==> src/mvt_pkg.sv <==
// ----------------------------------------------------------------------------
// mvt_pkg
// Shared types and constants for the 4x4 matrix times vector transform unit.
// ----------------------------------------------------------------------------
package mvt_pkg;

   localparam int WORD_W    = 32;
   localparam int MAT_DIM   = 4;
   localparam int MAT_ELEMS = MAT_DIM * MAT_DIM;
   localparam int INDEX_W   = 4;

   // Operation codes carried in the request word
   localparam logic OP_LOAD      = 1'b0;
   localparam logic OP_TRANSFORM = 1'b1;

   localparam logic signed [WORD_W-1:0] WORD_MAX = 32'sh7FFF_FFFF;
   localparam logic signed [WORD_W-1:0] WORD_MIN = 32'sh8000_0000;

   typedef logic signed [WORD_W-1:0] word_type;

   typedef struct packed {
      logic                     operation;
      logic [INDEX_W-1:0]       element_index;
      logic signed [WORD_W-1:0] element_value;
      logic signed [WORD_W-1:0] vec_x;
      logic signed [WORD_W-1:0] vec_y;
      logic signed [WORD_W-1:0] vec_z;
      logic signed [WORD_W-1:0] vec_w;
   } req_type;

   typedef struct packed {
      logic signed [WORD_W-1:0] res_x;
      logic signed [WORD_W-1:0] res_y;
      logic signed [WORD_W-1:0] res_z;
      logic signed [WORD_W-1:0] res_w;
      logic                     overflow;
   } rsp_type;

   // Stage load enables handed from the top level to every lane
   typedef struct packed {
      logic load_prod;
      logic load_pair;
   } lane_ctrl_type;

endpackage

==> src/mvt_merge.sv <==
// ----------------------------------------------------------------------------
// mvt_merge
// Output register: gathers the four lane results and folds their saturation
// flags into one overflow bit.
// ----------------------------------------------------------------------------
module mvt_merge import mvt_pkg::*; (
   input  logic     clock,
   input  logic     reset,
   input  logic     in_valid,
   input  word_type lane_result [MAT_DIM],
   input  logic     lane_sat    [MAT_DIM],
   output logic     ready,
   output logic     rsp_valid,
   input  logic     rsp_stall,
   output rsp_type  rsp_word
);

   logic    valid_ff;
   rsp_type word_ff;
   rsp_type word_in;

   assign ready = !valid_ff || !rsp_stall;

   always_comb begin
      word_in.res_x    = lane_result[0];
      word_in.res_y    = lane_result[1];
      word_in.res_z    = lane_result[2];
      word_in.res_w    = lane_result[3];
      word_in.overflow = lane_sat[0] | lane_sat[1] | lane_sat[2] | lane_sat[3];
   end

   always_ff @(posedge clock) begin
      if (reset) begin
         valid_ff <= 1'b0;
      end else if (ready) begin
         valid_ff <= in_valid;
      end
   end

   always_ff @(posedge clock) begin
      if (ready) begin
         word_ff <= word_in;
      end
   end

   assign rsp_valid = valid_ff;
   assign rsp_word  = word_ff;

endmodule

==> config.mk <==
export PLATFORM = sky130hd
export DESIGN_NAME = mvt_merge
export DESIGN_NICKNAME = d
export VERILOG_FILES = /design/src/mvt_pkg.sv /design/src/mvt_merge.sv
export SDC_FILE = /design/constraint.sdc
export NUM_CORES = 1
export LEC_CHECK = 0
export BUFFER_PORTS_ARGS = -buffer_cell sky130_fd_sc_hd__buf_4
export CAP_MARGIN = 25
export CORE_AREA = 2 2 104 106
export CTS_BUF_LIST = sky130_fd_sc_hd__clkbuf_16
export DETAILED_ROUTE_END_ITERATION = 12
export DIE_AREA = 0 0 106 108
export GPL_TIMING_DRIVEN = 0
export PLACE_DENSITY_LB_ADDON = 0.1
export SLEW_MARGIN = 20
export SYNTH_ARGS = -nofsm -noshare
export SYNTH_HDL_FRONTEND = slang
export SYNTH_SLANG_ARGS = --single-unit
==> constraint.sdc <==
create_clock -name clock -period 6.3 [get_ports clock]
set_input_delay 0.63 -clock clock [delete_from_list [all_inputs] [get_ports clock]]
set_output_delay 0.63 -clock clock [all_outputs]
set_load 0.01 [all_outputs]
==> metrics <==
RR Startpoint=rsp_valid$_SDFFE_PP0P_; Final HPWL DP=7.00 mm; number of synthesized flops with an enable pin=129; number of nets in the layout=557; Starting Density=38.3%; clock root buffer=clkbuf_16; Longest Clk Path Bufs=2; R2R Setup Slk=4.48 ns; Arrival @ worst endpoint=1.57 ns; post-synth top area cell=edfxtp_1; FF-to-FF End=rsp_word[75]$_DFFE_PP_; critical-path cell list=nand2_4 > buf_4; unrepaired setup endpoints after global routing=false; Ant. Diodes=0; worst path required time=5.67 ns; setup TNS=0 ns; Pre-antenna DRT Iters=4; GP Congestion=0.723; port bufs=266; fraction of registers with async set or reset after synthesis=0%; CP Launch Point=rsp_valid$_SDFFE_PP0P_; drc violations=0; first-pass GRT wire length=13.1 mm; CTS buffer count=17; leakage power=2.90 nW; switching pwr=0.443 mW; Syn Nets=270; final worst-path setup slack=4.10 ns; Die Span Y=108 um; chip width=106 um; P&R area growth vs syn=70.5%; fmax=0.455 GHz; total power=2.12 mW; total die area=11400 sq um; Net Sw Frac=20.9%; Layout Utilization=65.2%; Worst-Margin Slew=0.773 ns; Clock Latency Late Sink=0.41 ns; Gate Count Post-Synth=134; critical path class=flip-flop to output port; slowest cell on the critical path=nand2_4; pre-CTS setup slack=4.04 ns; Setup crit end=ready; Final Cell Area=6670 sq um; CTS resizes=0; WL final=9.37 mm; CP Max Fanout=59; setup violators final=0; Syn Std Cell Area=3910 sq um; clk_skew=0.00403 ns; crit start category=flip-flop; antenna violations before repair=0; CP endpoint kind=output port; Clock Sinks=130; PD cells=317 nW/um^2; Logic pwr share=9.5%; count leader, synth=edfxtp_1; fin crit share=34.9%; vias in the first global route=2409; max_cap viols=0; post-CTS setup buffer count=0; Internal=1.67 mW; Yosys reg bits=130; Clk network pwr share=41.7%; share of the synthesized area in the top cell type=99.0%; Starting DRT DRC Count=102; Synth Flop Type=edfxtp_1; I/O Pins=267; vias per inst=4.28; R2R depth=3; peak supply drop=0.218 mV; Seq/Total Area, Yosys=99.5%; GRT Overall Usage=16.2%; Max H-tree Level=4; hold crit path type=input pin to flip-flop; Post-DRT Antenna Nets=0; Avg WL per Cell=16.4 um; via count=2442; Hold-fix buffers, CTS=0; Synth area leaders=edfxtp_1 99%, dfxtp_1 0.51%, or4_1 0.19%, a21oi_1 0.13%, nand2_1 0.096%; largest net degree at the start of global routing=60; CTS clk-pin slew, worst paths=0.05 ns; Seq pwr share=48.8%; library cells used by synthesis=6; Worst path max stage delay=0.57 ns; CTS tree=built; min Tclk post-route=2.20 ns; Slew Viols, Final=0; Syn Area/Cell=29.2 sq um; Hold Vio Cnt, Final=0; Slew HR=48.5%; Post-DP Area=6130 sq um; row count=37; layout cells sized above 1=68.7%; synth warn=0; grt total ovfl=0; run status=finished clean; core area=10200 sq um
-- per-layer routing --
| metal | wire length, um | vias to the layer above | global-route usage, % | share of wire, % |
|---|---|---|---|---|
| met5 | 0 | - | 0 | 0 |
| met4 | 181 | 0 | 8.08 | 1.9 |
| met3 | 1120 | 14 | 8.86 | 12 |
| met2 | 5070 | 157 | 27.8 | 54 |
| met1 | 3000 | 1149 | 15.8 | 32 |
| li1 | - | 1122 | - | - |
-- critical path: cells and delay by family (launching register included) --
family	cells	cell delay, ns
buf+inv	1	0.24
simple gates	1	0.57
flops	1	0.34
-- cell usage in the layout (no fill, tap or decap) --
cell type   synthesis  routed
or4_1               1       1
inv_6               0       1
clkinv_2            0       3
edfxtp_1          129     129
dfxtp_1             1       1
clkinv_4            0       1
nand2_4             0       1
a21oi_1             1       1
clkinvlp_4          0       6
clkbuf_16           0      17
bufinv_16           0       1
buf_12              0       2
buf_4               0     266
clkinv_1            0       3
nor2_1              1       1
-- registers in the layout, indices dropped and copies added (netlist names) --
name and count:
rsp_word 129, rsp_valid 1
-- cells by family (layout without fill, tap and decap cells) --
kind of cell	count (synthesis)	after routing	share of synthesized area, %
buffers and inverters	0	300	0
DFF	130	130	99.5
and+or+nand+nor	3	3	0.384
AOI/OAI and AO/OA	1	1	0.128
-- worst min-delay path by stage --
stage	from	end	slack [ns]	cells after the start
detailed placement	rsp_valid$_SDFFE_PP0P_	rsp_valid$_SDFFE_PP0P_	0.56	2
global route	lane_result[97]	rsp_word[98]$_DFFE_PP_	0.37	1
finish	reset	rsp_valid$_SDFFE_PP0P_	0.38	2
global placement	rsp_valid$_SDFFE_PP0P_	rsp_valid$_SDFFE_PP0P_	0.51	2
floorplan	rsp_valid$_SDFFE_PP0P_	rsp_valid$_SDFFE_PP0P_	0.54	2
CTS	reset	rsp_valid$_SDFFE_PP0P_	0.37	2
-- power groups by stage --
| stage | Clock (mW) | Combinational, mW | Sequential [mW] |
|---|---|---|---|
| final | 0.883 | 0.200 | 1.03 |
| after global routing | 0.940 | 0.212 | 1.04 |
| after CTS | 0.902 | 0.204 | 1.04 |
| after detailed placement | 0 | 0.203 | 1.05 |
| after global placement | 0 | 0.198 | 1.06 |
| after floorplan | 0 | 0.0108 | 1.09 |
-- cell type report --
type / instances / area (sq um)
multi-input cells: 4 / 27.5
fillers: 733 / 3560
well taps: 136 / 170
repair buffers: 268 / 2040
clock buffers: 17 / 425
clock inverters: 15 / 119
flip-flops and latches: 130 / 3890
-- stage by stage --
step / hold slack [ns] / std cells
after global placement: 0.510 / 536
after floorplan: 0.537 / 134
final: 0.382 / 570
after detailed placement: 0.561 / 538
after global routing: 0.370 / 570
after CTS: 0.366 / 570
No activity file was read; power rests on OpenSTA's default activity.
