===== config.mk =====
export PLATFORM = sky130hd
export DESIGN_NAME = mvt_matrix_store
export DESIGN_NICKNAME = d
export VERILOG_FILES = /design/src/mvt_pkg.sv /design/src/mvt_matrix_store.sv
export SDC_FILE = /design/constraint.sdc
export NUM_CORES = 1
export LEC_CHECK = 0
export ABC_AREA = 1
export ABC_CLOCK_PERIOD_IN_PS = 4300
export BUFFER_PORTS_ARGS = -buffer_cell sky130_fd_sc_hd__buf_2
export CORE_AREA = 2 2 215 217
export CTS_CLUSTER_SIZE = 40
export DETAILED_ROUTE_END_ITERATION = 12
export DIE_AREA = 0 0 217 219
export GPL_TIMING_DRIVEN = 0
export PLACE_DENSITY = 0.7
export SLEW_MARGIN = 20
export SYNTH_ARGS = -nofsm -noshare
export SYNTH_HDL_FRONTEND = slang
export SYNTH_SLANG_ARGS = --single-unit

===== constraint.sdc =====
create_clock -name clock -period 4.3 [get_ports clock]
set_clock_uncertainty 0.2 [all_clocks]
set_input_delay 0.215 -clock clock [delete_from_list [all_inputs] [get_ports clock]]
set_output_delay 0.215 -clock clock [all_outputs]
set_load 0.005 [all_outputs]

===== src/mvt_pkg.sv =====
// ----------------------------------------------------------------------------
// mvt_pkg
// Shared types and constants for the 4x4 matrix times vector transform unit.
// ----------------------------------------------------------------------------
package mvt_pkg;

   localparam int WORD_W    = 32;
   localparam int MAT_DIM   = 4;
   localparam int MAT_ELEMS = MAT_DIM * MAT_DIM;
   localparam int INDEX_W   = 4;

   // Operation codes carried in the request word
   localparam logic OP_LOAD      = 1'b0;
   localparam logic OP_TRANSFORM = 1'b1;

   localparam logic signed [WORD_W-1:0] WORD_MAX = 32'sh7FFF_FFFF;
   localparam logic signed [WORD_W-1:0] WORD_MIN = 32'sh8000_0000;

   typedef logic signed [WORD_W-1:0] word_type;

   typedef struct packed {
      logic                     operation;
      logic [INDEX_W-1:0]       element_index;
      logic signed [WORD_W-1:0] element_value;
      logic signed [WORD_W-1:0] vec_x;
      logic signed [WORD_W-1:0] vec_y;
      logic signed [WORD_W-1:0] vec_z;
      logic signed [WORD_W-1:0] vec_w;
   } req_type;

   typedef struct packed {
      logic signed [WORD_W-1:0] res_x;
      logic signed [WORD_W-1:0] res_y;
      logic signed [WORD_W-1:0] res_z;
      logic signed [WORD_W-1:0] res_w;
      logic                     overflow;
   } rsp_type;

   // Stage load enables handed from the top level to every lane
   typedef struct packed {
      logic load_prod;
      logic load_pair;
   } lane_ctrl_type;

endpackage


===== src/mvt_matrix_store.sv =====
// ----------------------------------------------------------------------------
// mvt_matrix_store
// Sixteen matrix element registers, column-major, reset to the identity.
// ----------------------------------------------------------------------------
module mvt_matrix_store import mvt_pkg::*; #(
   parameter int FRAC_BITS = 16
) (
   input  logic               clock,
   input  logic               reset,
   input  logic               wr_en,
   input  logic [INDEX_W-1:0] wr_index,
   input  word_type           wr_value,
   output word_type           elem [MAT_ELEMS]
);

   localparam word_type ONE = WORD_W'(1) << FRAC_BITS;

   word_type elem_ff [MAT_ELEMS];

   for (genvar e = 0; e < MAT_ELEMS; e++) begin : g_elem
      // Diagonal sits at column*4 + row with column == row
      localparam word_type RESET_VAL = ((e % (MAT_DIM + 1)) == 0) ? ONE : '0;

      always_ff @(posedge clock) begin
         if (reset) begin
            elem_ff[e] <= RESET_VAL;
         end else if (wr_en && (wr_index == INDEX_W'(e))) begin
            elem_ff[e] <= wr_value;
         end
      end

      assign elem[e] = elem_ff[e];
   end

endmodule


==> impl_metrics.env <==
export IMPL_die_h_um=219
export IMPL_worstSetupEndpointType="flop"
export IMPL_period_needed_ns=2.59
export IMPL_rsz0062_at_grt="false"
export IMPL_seq_area_frac_synth=0.850
export IMPL_p_int_mw=8.51
export IMPL_cap_viol_max_count=0
export IMPL_busiest_layer="met2"
export IMPL_synth_ff_type="edfxtp_1"
export IMPL_p_leak_nw=9.83
export IMPL_fillers=3766
export IMPL_synthCells=1211
export IMPL_clockBufferDepth=3
export IMPL_ys_top_cells_by_area="edfxtp_1, nor2_1, buf_2, clkbuf_1, inv_1"
export IMPL_critPathMaxStageDelay_ns=0.64
export IMPL_cts_tree="done"
export IMPL_synth_edff_count=512
export IMPL_largest_reg_flops=512
export IMPL_place_gp_congestion=0.847
export IMPL_vias=12500
export IMPL_setup_viol=0
export IMPL_largest_registers="elem_ff x512"
export IMPL_drt_iter0_drc=1189
export IMPL_use_met2=0.412
export IMPL_synthTopCellsByCount="nor2_1, edfxtp_1, clkbuf_1"
export IMPL_antenna_found_initial=4
export IMPL_p_sw_frac=0.224
export IMPL_top_register="elem_ff"
export IMPL_ir_drop_uv=410
export IMPL_slew_headroom=0.265
export IMPL_fin_ws_ns=1.71
export IMPL_cts_sinks=512
export IMPL_max_freq_mhz=386
export IMPL_drt_pass1_iter_count=5
export IMPL_ant_nets=0
export IMPL_hpwl_um=42000
export IMPL_portBuffers=550
export IMPL_post_dp_cell_area_um2=22100
export IMPL_whs_endpoint="elem_ff[1][80]$_SDFFCE_PN1P_"
export IMPL_crit_chain="dlygate4sd3_1, buf_2, inv_1, nor3_1, dlygate4sd3_1, nand4_1, dlygate4sd3_1"
export IMPL_synth_cell_types=11
export IMPL_hp_start="wr_index[0]"
export IMPL_vias_per_cell=4.98
export IMPL_cp_arrival_ns=2.71
export IMPL_ys_warn_count=0
export IMPL_final_area_um2=24100
export IMPL_fin_nets=1907
export IMPL_cts_root_buf="clkbuf_16"
export IMPL_post_route_period_util=0.603
export IMPL_cts_clk_slew_worst_paths_ns=0.06
export IMPL_finalMaxSlewViolations=0
export IMPL_p_per_area_nw_per_um2=455
export IMPL_cp_slowest_cell="dlygate4sd3_1"
export IMPL_initial_utilization=0.401
export IMPL_min_path_cells=5
export IMPL_worstMarginPinSlew_ns=1.10
export IMPL_die_area_um2=47500
export IMPL_pwr_share_clk=0.391
export IMPL_path_common_cell="dlygate4sd3_1"
export IMPL_grt_usage=0.236
export IMPL_synthesis_nets=1250
export IMPL_p_seq_frac=0.535
export IMPL_worstPathMaxFanout=5
export IMPL_die_x_um=217
export IMPL_ctsHoldBuffers=38
export IMPL_grt_start_max_net_pins=28
export IMPL_place_ws_ns=1.43
export IMPL_syn_avg_cell_area_um2=14.9
export IMPL_coreArea_um2=45100
export IMPL_io_pins=551
export IMPL_synth_most_common_cell="nor2_1"
export IMPL_grt_pass1_vias=12400
export IMPL_num_rows=78
export IMPL_run_status="finished, final reports clean"
export IMPL_required_ns=4.42
export IMPL_wl_um=57700
export IMPL_p_sw_mw=2.46
export IMPL_syn_area_um2=18100
export IMPL_grtUsageMet1=0.285
export IMPL_drc=0
export IMPL_cts_buffers=51
export IMPL_worstSetupStartpointType="primary input"
export IMPL_syn2layout_area_growth_pct=33.3
export IMPL_yosys_area_top_type_share=0.850
export IMPL_grtUsageMet3=0.0624
export IMPL_wire_per_inst_um=23.0
export IMPL_critPathKind="in -> reg"
export IMPL_synth_async_reset_ratio=0
export IMPL_gr_total_overflow=0
export IMPL_drive_above_1_share=0.362
export IMPL_hold_class="in -> reg"
export IMPL_ys_ff_latch=512
export IMPL_grt_pass1_wl_um=80800
export IMPL_hold_viol=0
export IMPL_synth_top_cell_by_area="edfxtp_1"
export IMPL_htree_levels=2
export IMPL_post_cts_buffers=0
export IMPL_p_comb_frac=0.074
export IMPL_cts_resized_gates=0
[power by group through the flow]
| stage | logic (mW) | registers [mW] | clock network [mW] |
|---|---|---|---|
| after floorplan | 0.172 | 6.03 | 0 |
| after global placement | 0.714 | 5.99 | 0 |
| after detailed placement | 0.786 | 5.97 | 0 |
| after CTS | 0.814 | 5.87 | 4.34 |
| after global routing | 0.858 | 5.89 | 4.53 |
| final | 0.808 | 5.87 | 4.29 |
[worst max-delay path by stage]
stage / start / cells past startpoint / slack, ns / end
after floorplan: wr_index[0] / 4 / 0.81 / elem_ff[0][224]$_SDFFCE_PN0P_
after global placement: wr_en / 4 / -1.27 / elem_ff[1][220]$_SDFFCE_PN0P_
after detailed placement: reset / 6 / 1.43 / elem_ff[0][254]$_SDFFCE_PN0P_
after CTS: wr_index[2] / 6 / 1.84 / elem_ff[0][16]$_SDFFCE_PN1P_
after global routing: wr_en / 7 / 1.73 / elem_ff[0][16]$_SDFFCE_PN1P_
final: wr_en / 7 / 1.71 / elem_ff[0][16]$_SDFFCE_PN1P_
[per-layer routing]
layer  vias up  routed length [µm]
met1      6149               21300
met2       773               29200
met3       117                5510
met5         -                   0
met4         0                1710
li1       5460                   -
[layout make-up]
type                    instances  area (µm²)  share of cell area
diodes                          2        5.00            0.000208
plain buffers                  84         360              0.0149
clock buffers                  62        1360              0.0564
clock inverters                33         246              0.0102
inverters                      41         154             0.00638
multi-input cells             574        2330              0.0965
flip-flops and latches        512       15400               0.638
well taps                     600         751              0.0311
repair buffers                604        3530               0.146
[cell usage in the layout (no fill, tap or decap), types with 12 or more instances in the layout]
cell type / instances
clkinv_2: 12
edfxtp_1: 512
clkbuf_1: 57
nor2_1: 522
dlygate4sd3_1: 38
clkinv_1: 13
inv_1: 40
buf_2: 586
nand2_1: 18
clkbuf_16: 53
[per-stage QoR]
stage               hold slack [ns]  total power, mW  std cells   util  setup TNS, ns
floorplan                     0.246             6.20       1211      -              0
global placement              0.406             6.71       2361  0.479        -281.79
detailed placement            0.406             6.76       2377  0.490              0
CTS                          0.0791             11.0       2510  0.535              0
global route                  0.159             11.3       2512  0.535              0
finish                        0.143             11.0       2512  0.535              0
[kinds of logic (layout without fill, tap and decap cells)]
kind of cell,count (synthesis),after routing,share of synthesized area
compound gates,10,10,0.00277
buf+inv,125,824,0.0284
flops,512,512,0.850
other cells,0,2,0
simple gates,564,564,0.119
[critical path: cells and delay by family]
kind          cells  cell delay (ns)
buf+inv           5             2.00
simple gates      2             0.50
(Power assumes the default switching activity.)
